<file path="src/rtl/min_max_heap_priority_queue_top_assert.svh">
// ----------------------------------------------------------------------------
// Assertion macros for the min-max heap priority queue.
// Each macro expands to a concurrent assertion, or to nothing in synthesis.
// ----------------------------------------------------------------------------
`ifndef MIN_MAX_HEAP_PRIORITY_QUEUE_TOP_ASSERT_SVH
`define MIN_MAX_HEAP_PRIORITY_QUEUE_TOP_ASSERT_SVH
`ifndef SYNTH
`define MMH_ASSERT_IMP(lbl, clk, rstn, ante, cons) \
  lbl: assert property (@(posedge clk) disable iff (!rstn) (ante) |-> (cons)) \
    else $error("assertion failed");
`define MMH_ASSERT_NXT(lbl, clk, rstn, ante, cons) \
  lbl: assert property (@(posedge clk) disable iff (!rstn) (ante) |=> (cons)) \
    else $error("assertion failed");
`else
`define MMH_ASSERT_IMP(lbl, clk, rstn, ante, cons)
`define MMH_ASSERT_NXT(lbl, clk, rstn, ante, cons)
`endif
`endif

</file>
<file path="src/rtl/mmh_pkg.sv">
// ----------------------------------------------------------------------------
// Min-max heap package
// Shared widths, codes and memory port types of the heap priority queue.
// ----------------------------------------------------------------------------
package mmh_pkg;
  localparam int unsigned Capacity = 1024;
  localparam int unsigned AddrW = $clog2(Capacity);
  localparam int unsigned CntW = $clog2(Capacity + 1);

  localparam logic [1:0] CmdInsert = 2'd0;
  localparam logic [1:0] CmdRemMax = 2'd1;

  localparam logic [2:0] StInserted = 3'd0;
  localparam logic [2:0] StMaxRemoved = 3'd1;
  localparam logic [2:0] StMinRemoved = 3'd2;
  localparam logic [2:0] StEmpty = 3'd3;
  localparam logic [2:0] StFull = 3'd4;

  typedef struct packed {
    logic [31:0] job;
    logic signed [31:0] prio;
  } slot_t;

  typedef struct packed {
    logic rd_en;
    logic [AddrW-1:0] rd_addr;
    logic wr_en;
    logic [AddrW-1:0] wr_addr;
    slot_t wr_data;
  } mem_req_t;
endpackage

</file>
<file path="src/rtl/mmh_ctrl.sv">
// ----------------------------------------------------------------------------
// Min-max heap sequencer
// Walks the heap one entry access per cycle for insert, bubble-up and
// trickle-down, and produces one result word per command.
// ----------------------------------------------------------------------------
module mmh_ctrl (
  input  logic                          clk_i,
  input  logic                          rst_ni,
  input  logic                          start_i,
  input  logic [1:0]                    cmd_i,
  input  logic [31:0]                   job_i,
  input  logic [31:0]                   prio_i,
  output logic                          busy_o,
  output logic                          done_o,
  output logic [2:0]                    status_o,
  output mmh_pkg::slot_t                out_slot_o,
  output logic [mmh_pkg::CntW-1:0]      count_o,
  output mmh_pkg::mem_req_t             mem_o,
  input  mmh_pkg::slot_t                rd_data_i
);
  localparam int unsigned AW = mmh_pkg::AddrW;
  localparam int unsigned CW = mmh_pkg::CntW;
  localparam int unsigned XW = AW + 3;

  localparam logic [4:0] SIdle = 5'd0;
  localparam logic [4:0] SUpChk = 5'd2;
  localparam logic [4:0] SGpRd = 5'd3;
  localparam logic [4:0] SGpChk = 5'd4;
  localparam logic [4:0] SRmRd1 = 5'd5;
  localparam logic [4:0] SRmRd2 = 5'd6;
  localparam logic [4:0] SRmSel = 5'd7;
  localparam logic [4:0] SRmHole = 5'd8;
  localparam logic [4:0] SRmLast = 5'd9;
  localparam logic [4:0] STdRd = 5'd10;
  localparam logic [4:0] STdCand = 5'd11;
  localparam logic [4:0] STdDec = 5'd12;
  localparam logic [4:0] STdPar = 5'd13;
  localparam logic [4:0] STdParChk = 5'd14;
  localparam logic [4:0] SDone = 5'd15;

  logic [4:0] state_q, state_d;
  logic [CW-1:0] cnt_q, cnt_d;
  logic [AW-1:0] idx_q, idx_d;
  logic [XW-1:0] best_q, best_d;
  logic [2:0] k_q, k_d;
  logic found_q, found_d;
  logic mn_q, mn_d;
  mmh_pkg::slot_t cur_q, cur_d;
  mmh_pkg::slot_t bst_q, bst_d;
  mmh_pkg::slot_t tmp_q, tmp_d;
  logic [2:0] status_q, status_d;
  mmh_pkg::slot_t out_q, out_d;
  mmh_pkg::mem_req_t mem;

  function automatic logic min_level(input logic [AW-1:0] i);
    logic [AW:0] v;
    logic par;
    v = {1'b0, i} + 1'b1;
    par = 1'b0;
    for (int b = 0; b <= AW; b++) begin
      if (v[b]) begin
        par = (b % 2) == 0;
      end
    end
    return par;
  endfunction

  function automatic logic beats(input logic signed [31:0] a,
                                 input logic signed [31:0] b, input logic mn);
    return mn ? (a < b) : (a > b);
  endfunction

  logic [XW-1:0] cand;
  logic [AW-1:0] gp_idx;
  logic [AW-1:0] par_idx;
  logic [XW-1:0] c4;
  assign c4 = {3'b0, idx_q} << 2;
  assign cand = (k_q < 3'd2) ? ({2'b0, idx_q, 1'b0} + XW'(1) + XW'(k_q))
                             : (c4 + XW'(3) + XW'(k_q) - XW'(2));
  assign gp_idx = AW'((idx_q - AW'(3)) >> 2);
  assign par_idx = AW'((best_q - XW'(1)) >> 1);

  always_comb begin
    state_d = state_q;
    cnt_d = cnt_q;
    idx_d = idx_q;
    best_d = best_q;
    k_d = k_q;
    found_d = found_q;
    mn_d = mn_q;
    cur_d = cur_q;
    bst_d = bst_q;
    tmp_d = tmp_q;
    status_d = status_q;
    out_d = out_q;
    mem = '0;
    case (state_q)
      SIdle: begin
        if (start_i) begin
          out_d = '0;
          if (cmd_i == mmh_pkg::CmdInsert) begin
            if (cnt_q >= CW'(mmh_pkg::Capacity)) begin
              status_d = mmh_pkg::StFull;
              state_d = SDone;
            end else begin
              status_d = mmh_pkg::StInserted;
              cur_d.job = job_i;
              cur_d.prio = prio_i;
              idx_d = AW'(cnt_q);
              cnt_d = cnt_q + 1'b1;
              if (cnt_q == '0) begin
                mem.wr_en = 1'b1;
                mem.wr_addr = '0;
                mem.wr_data = {job_i, prio_i};
                state_d = SDone;
              end else begin
                mem.rd_en = 1'b1;
                mem.rd_addr = AW'((cnt_q - 1'b1) >> 1);
                state_d = SUpChk;
              end
            end
          end else if (cnt_q == '0) begin
            status_d = mmh_pkg::StEmpty;
            state_d = SDone;
          end else begin
            cnt_d = cnt_q - 1'b1;
            if (cmd_i == mmh_pkg::CmdRemMax) begin
              status_d = mmh_pkg::StMaxRemoved;
              if (cnt_q < CW'(3)) begin
                idx_d = AW'(cnt_q - 1'b1);
                mem.rd_en = 1'b1;
                mem.rd_addr = AW'(cnt_q - 1'b1);
                state_d = SRmHole;
              end else begin
                mem.rd_en = 1'b1;
                mem.rd_addr = AW'(1);
                state_d = SRmRd1;
              end
            end else begin
              status_d = mmh_pkg::StMinRemoved;
              idx_d = '0;
              mem.rd_en = 1'b1;
              mem.rd_addr = '0;
              state_d = SRmHole;
            end
          end
        end
      end
      SUpChk: begin
        mn_d = min_level(idx_q);
        if (beats(cur_q.prio, rd_data_i.prio, !min_level(idx_q))) begin
          mem.wr_en = 1'b1;
          mem.wr_addr = idx_q;
          mem.wr_data = rd_data_i;
          idx_d = AW'((idx_q - 1'b1) >> 1);
          mn_d = !min_level(idx_q);
        end
        state_d = SGpRd;
      end
      SGpRd: begin
        if (idx_q > AW'(2)) begin
          mem.rd_en = 1'b1;
          mem.rd_addr = gp_idx;
          state_d = SGpChk;
        end else begin
          mem.wr_en = 1'b1;
          mem.wr_addr = idx_q;
          mem.wr_data = cur_q;
          state_d = SDone;
        end
      end
      SGpChk: begin
        if (beats(cur_q.prio, rd_data_i.prio, mn_q)) begin
          mem.wr_en = 1'b1;
          mem.wr_addr = idx_q;
          mem.wr_data = rd_data_i;
          idx_d = gp_idx;
          state_d = SGpRd;
        end else begin
          mem.wr_en = 1'b1;
          mem.wr_addr = idx_q;
          mem.wr_data = cur_q;
          state_d = SDone;
        end
      end
      SRmRd1: begin
        tmp_d = rd_data_i;
        mem.rd_en = 1'b1;
        mem.rd_addr = AW'(2);
        state_d = SRmRd2;
      end
      SRmRd2: begin
        state_d = SRmSel;
      end
      SRmSel: begin
        if (tmp_q.prio > rd_data_i.prio) begin
          idx_d = AW'(1);
          out_d = tmp_q;
        end else begin
          idx_d = AW'(2);
          out_d = rd_data_i;
        end
        mem.rd_en = 1'b1;
        mem.rd_addr = AW'(cnt_q);
        state_d = SRmLast;
      end
      SRmHole: begin
        out_d = rd_data_i;
        mem.rd_en = 1'b1;
        mem.rd_addr = AW'(cnt_q);
        state_d = SRmLast;
      end
      SRmLast: begin
        cur_d = rd_data_i;
        if (CW'(idx_q) == cnt_q) begin
          state_d = SDone;
        end else begin
          mem.wr_en = 1'b1;
          mem.wr_addr = idx_q;
          mem.wr_data = rd_data_i;
          state_d = STdRd;
        end
      end
      STdRd: begin
        mn_d = min_level(idx_q);
        k_d = '0;
        found_d = 1'b0;
        if (({2'b0, idx_q, 1'b0} + XW'(1)) < XW'(cnt_q)) begin
          mem.rd_en = 1'b1;
          mem.rd_addr = AW'({2'b0, idx_q, 1'b0} + XW'(1));
          k_d = 3'd1;
          state_d = STdCand;
        end else begin
          state_d = SDone;
        end
      end
      STdCand: begin
        if (!found_q || beats(rd_data_i.prio, bst_q.prio, mn_q)) begin
          bst_d = rd_data_i;
          best_d = (k_q < 3'd3) ? ({2'b0, idx_q, 1'b0} + XW'(k_q))
                                : (cand - XW'(1));
        end
        found_d = 1'b1;
        if (k_q < 3'd6 && cand < XW'(cnt_q)) begin
          mem.rd_en = 1'b1;
          mem.rd_addr = AW'(cand);
          k_d = k_q + 1'b1;
        end else begin
          state_d = STdDec;
        end
      end
      STdDec: begin
        if (!beats(bst_q.prio, cur_q.prio, mn_q)) begin
          state_d = SDone;
        end else begin
          mem.wr_en = 1'b1;
          mem.wr_addr = idx_q;
          mem.wr_data = bst_q;
          if (best_q < c4 + XW'(3)) begin
            state_d = STdPar;
            idx_d = AW'(best_q);
          end else begin
            state_d = STdPar;
          end
        end
      end
      STdPar: begin
        if (best_q < c4 + XW'(3) && idx_q == AW'(best_q)) begin
          mem.wr_en = 1'b1;
          mem.wr_addr = idx_q;
          mem.wr_data = cur_q;
          state_d = SDone;
        end else begin
          mem.rd_en = 1'b1;
          mem.rd_addr = par_idx;
          state_d = STdParChk;
        end
      end
      STdParChk: begin
        idx_d = AW'(best_q);
        mem.wr_en = 1'b1;
        mem.wr_data = cur_q;
        if (beats(rd_data_i.prio, cur_q.prio, mn_q)) begin
          mem.wr_addr = par_idx;
          cur_d = rd_data_i;
        end else begin
          mem.wr_addr = AW'(best_q);
        end
        state_d = STdRd;
      end
      SDone: begin
        state_d = SIdle;
      end
      default: begin
        state_d = SIdle;
      end
    endcase
  end

  // The slot at idx_q keeps the carried entry in cur_q; write it on exit.
  mmh_pkg::mem_req_t mem_fix;
  always_comb begin
    mem_fix = mem;
    if (state_q == STdRd && !(({2'b0, idx_q, 1'b0} + XW'(1)) < XW'(cnt_q))) begin
      mem_fix.wr_en = 1'b1;
      mem_fix.wr_addr = idx_q;
      mem_fix.wr_data = cur_q;
    end
    if (state_q == STdDec && !beats(bst_q.prio, cur_q.prio, mn_q)) begin
      mem_fix.wr_en = 1'b1;
      mem_fix.wr_addr = idx_q;
      mem_fix.wr_data = cur_q;
    end
  end

  always_ff @(posedge clk_i or negedge rst_ni) begin
    if (!rst_ni) begin
      state_q <= SIdle;
      cnt_q <= '0;
    end else begin
      state_q <= state_d;
      cnt_q <= cnt_d;
    end
  end

  always_ff @(posedge clk_i) begin
    idx_q <= idx_d;
    best_q <= best_d;
    k_q <= k_d;
    found_q <= found_d;
    mn_q <= mn_d;
    cur_q <= cur_d;
    bst_q <= bst_d;
    tmp_q <= tmp_d;
    status_q <= status_d;
    out_q <= out_d;
  end

  assign busy_o = state_q != SIdle;
  assign done_o = state_q == SDone;
  assign status_o = status_q;
  assign out_slot_o = out_q;
  assign count_o = cnt_q;
  assign mem_o = mem_fix;
endmodule
</file>
<file path="config.mk">
export PLATFORM = sky130hd
export DESIGN_NAME = mmh_ctrl
export DESIGN_NICKNAME = d
export VERILOG_FILES = /design/src/rtl/min_max_heap_priority_queue_top_assert.svh /design/src/rtl/mmh_pkg.sv /design/src/rtl/mmh_ctrl.sv
export SDC_FILE = /design/constraint.sdc
export NUM_CORES = 1
export LEC_CHECK = 0
export ABC_AREA = 1
export BUFFER_PORTS_ARGS = -buffer_cell sky130_fd_sc_hd__buf_2
export CORE_MARGIN = 1.5
export CORE_UTILIZATION = 64
export CTS_CLUSTER_SIZE = 28
export DETAILED_ROUTE_END_ITERATION = 10
export PLACE_DENSITY = 0.88
export RECOVER_POWER = 25
export SYNTH_ARGS = -nofsm -noshare
export SYNTH_HDL_FRONTEND = slang
export SYNTH_SLANG_ARGS = --single-unit
</file>
<file path="constraint.sdc">
create_clock -name clk_i -period 15.7 [get_ports clk_i]
set_clock_uncertainty 0.2 [all_clocks]
set_input_delay 2.355 -clock clk_i [delete_from_list [all_inputs] [get_ports clk_i]]
set_output_delay 2.355 -clock clk_i [all_outputs]
set_load 0.02 [all_outputs]
</file>
==> results.tsv <==
metric	value	unit
status	finished, violations left	
failed_checks	max-capacitance violations, max-slew violations	
first_iter_violations	2765	
ioPinCount	299	
yosysUniqueCellTypes	56	
fin_crit	8.07	ns
wl_per_cell	20.9	um
power_density	196	nW/um^2
final_cell_mix	nand2_1 (807), inv_1 (320), edfxtp_1 (287)	
synth_top_cell_by_area	edfxtp_1	
cts-htree-levels	2	
grt_max_degree	81	
post_synth_instance_area	21500	sq um
antenna_left	0	
syn_nets	3045	
tritoncts	done	
worst_slew_pin_slew	4.31	ns
post-route-util	73.8	%
holdPathEnd	out_slot_o[49]	
crit_top_cell	nand2_1	
hold_depth	2	
clk_pin_slew_worst_paths	0.06	ns
arrival	5.51	ns
slew_headroom	-187	%
cp_slowest_stage_delay	0.61	ns
grt_pass1_wl	110000	um
synth_top_area_share	40.1	%
ys_seq_area_share	41.8	%
cts_root_buf	clkbuf_16	
drtPass1Iterations	9	
hp-class	register to register	
start_util	65.6	%
path_cells	clkbuf_1, ha_1, nand2_1, nor2_2, nand4_2, nor3_2, nand2_1, nand2_1, nand2_1, nand3_1, nand2_1, nand2_2, nand3_4, nand2_1, nand4_1, buf_2	
worst_slack	7.63	ns
clock_path_buffers	3	
final_common_cell	nand2_1	
worstRegToRegCells	9	
clock_sinks	302	
setup_tns	0	ns
cts_setup_buffers	0	
crit_type	primary input to output pin	
routed_via_density	6.24	
coreArea	32800	sq um
multi_input_area	10700	sq um
hold_viol	0	
power_leakage	0.0110	uW
synthArstFlopShare	4.97	%
endpoint_kind	output pin	
dp_slack	7.78	ns
r2r_slack	10.74	ns
reg2reg_from	state_q[2]	
path_delay_family	simple AND/OR/NAND/NOR gates	
fillerInstances	2433	
worst-path-buf-inv	2	
netlist_top_cells_area	edfxtp_1 (40%), nand2_1 (14%), ha_1 (9.8%)	
nets	3295	
io_buffers	298	
gr-total-overflow	0	
die_h	186	um
place.gp.congestion	1.01	
syn-mean-instance-area	7.85	sq um
ys_ff_latch	302	
drive_above_1_share	12.2	%
hold_buffers	0	
start_kind	primary input	
cts_buffers	35	
cp.required	13.15	ns
cp_max_fo	64	
die-width	186	um
fin_crit_sh	51.4	%
rows	66	
synth-warning-count	0	
max_cap_violations	1	
antenna_found_initial	1	
r2r-end	state_q[2]	
drc	0	
grt_pass1_vias	20700	
post_cts_resized	0	
finalPower	4740	uW
vias	21600	
synth_flop_cell	edfxtp_1	
ff_latch_area	8990	sq um
fmax	124	MHz
rsz0062_at_grt	no	
ir_drop	163	uV
track_usage	40.3	%
clk_latency	0.55	ns
final_max_slew_viol_count	66	
syn_to_final_growth	12.4	%
hp-start	tmp_q[49]	
synth_edf_count	287	
dieArea	34700	sq um
finalSetupViolations	0	
synth_cells	2741	
wl	72400	um
dp_hpwl	51200	um
crit_path_top_delay_cell	nand3_4	
==> worst max path at each step <==
stage / from / endpoint / slack (ns) / cells past startpoint
after global placement: rd_data_i[31] / mem_o[63] / 8.06 / 16
final: rd_data_i[31] / mem_o[36] / 7.63 / 16
after CTS: rd_data_i[31] / mem_o[36] / 7.78 / 16
after detailed placement: rd_data_i[31] / mem_o[36] / 7.78 / 16
after floorplan: rd_data_i[31] / cur_q[0] / 8.15 / 12
after global routing: rd_data_i[31] / mem_o[63] / 7.36 / 16
==> logic make-up after synthesis <==
logic type / after synthesis / synth area share, %
xor gates and xnor gates: 51 / 2.08
DFF: 302 / 41.8
AOI/OAI and AO/OA: 399 / 10.5
buffers and inverters: 447 / 8.57
adders and majority gates: 171 / 10.0
and+or+nand+nor: 1371 / 27.0
==> sequential cells by signal, indices dropped and copies added, names as in the netlist <==
register	count
bst_q	64
cur_q	64
out_slot_o	64
tmp_q	64
best_q	13
count_o	11
idx_q	10
state_q	4
k_q	3
status_o	3
found_q	1
mn_q	1
==> layer usage <==
layer	routed length [um]	global-route usage (%)	vias to the layer above
li1	-	-	9714
met1	26700	51.6	9898
met2	32800	64.8	1641
met3	8260	6.49	352
met4	4600	24.1	0
met5	0	0	-
==> worst reg2reg max path, stage by stage (launching register included) <==
cell and delay, ns:
dfrtp_1 0.41, inv_1 0.07, nor2_1 0.09, inv_1 0.09
nor2_1 0.22, clkbuf_1 3.05, nor4_1 0.41, nand4_1 0.24
nand2_1 0.07, inv_1 0.06
==> metrics by stage <==
stage / area (sq um) / instances / hold WS, ns
4_1_cts: 24300 / 3460 / 0.320
2_1_floorplan: 21500 / 2741 / 0.294
3_3_place_gp: 23200 / 3396 / 0.298
3_5_place_dp: 23200 / 3396 / 0.305
5_1_grt: 24200 / 3461 / 0.342
6_report: 24200 / 3461 / 0.320
==> layout make-up <==
cell class                 count  area share, %
multi-input combinational   1992           44.3
timing repair buffer         320           6.54
sequential                   302           37.2
clock buffer                  42           3.73
clock inverter                22          0.631
tap                          442           2.29
inverter                     340           5.30
antenna                        1         0.0103
==> synthesized netlist by cell type (all sizes together) (3+ instances only) <==
cell type  count
a211oi         3
a21o           5
a21oi        104
a221oi         3
a22oi          9
and3           3
buf           63
clkbuf        44
clkinv         8
dfrtp         15
edfxtp       287
ha           169
inv          332
nand2        822
nand3        145
nand4         89
nor2         268
nor3          27
nor4          10
o2111ai       14
o211ai        10
o21a           4
o21ai        183
o221ai         6
o22ai         48
or2            3
xnor2          6
xor2          45
==> power breakdown <==
group          internal [uW]  leakage [uW]  switching (uW)  total (uW)
Clock                    416      0.000501             350         766
Combinational            727       0.00768            1860        2590
Sequential              1220       0.00281             166        1390
Total                   2360        0.0110            2380        4740
Power figures use the tool's default switching activity.
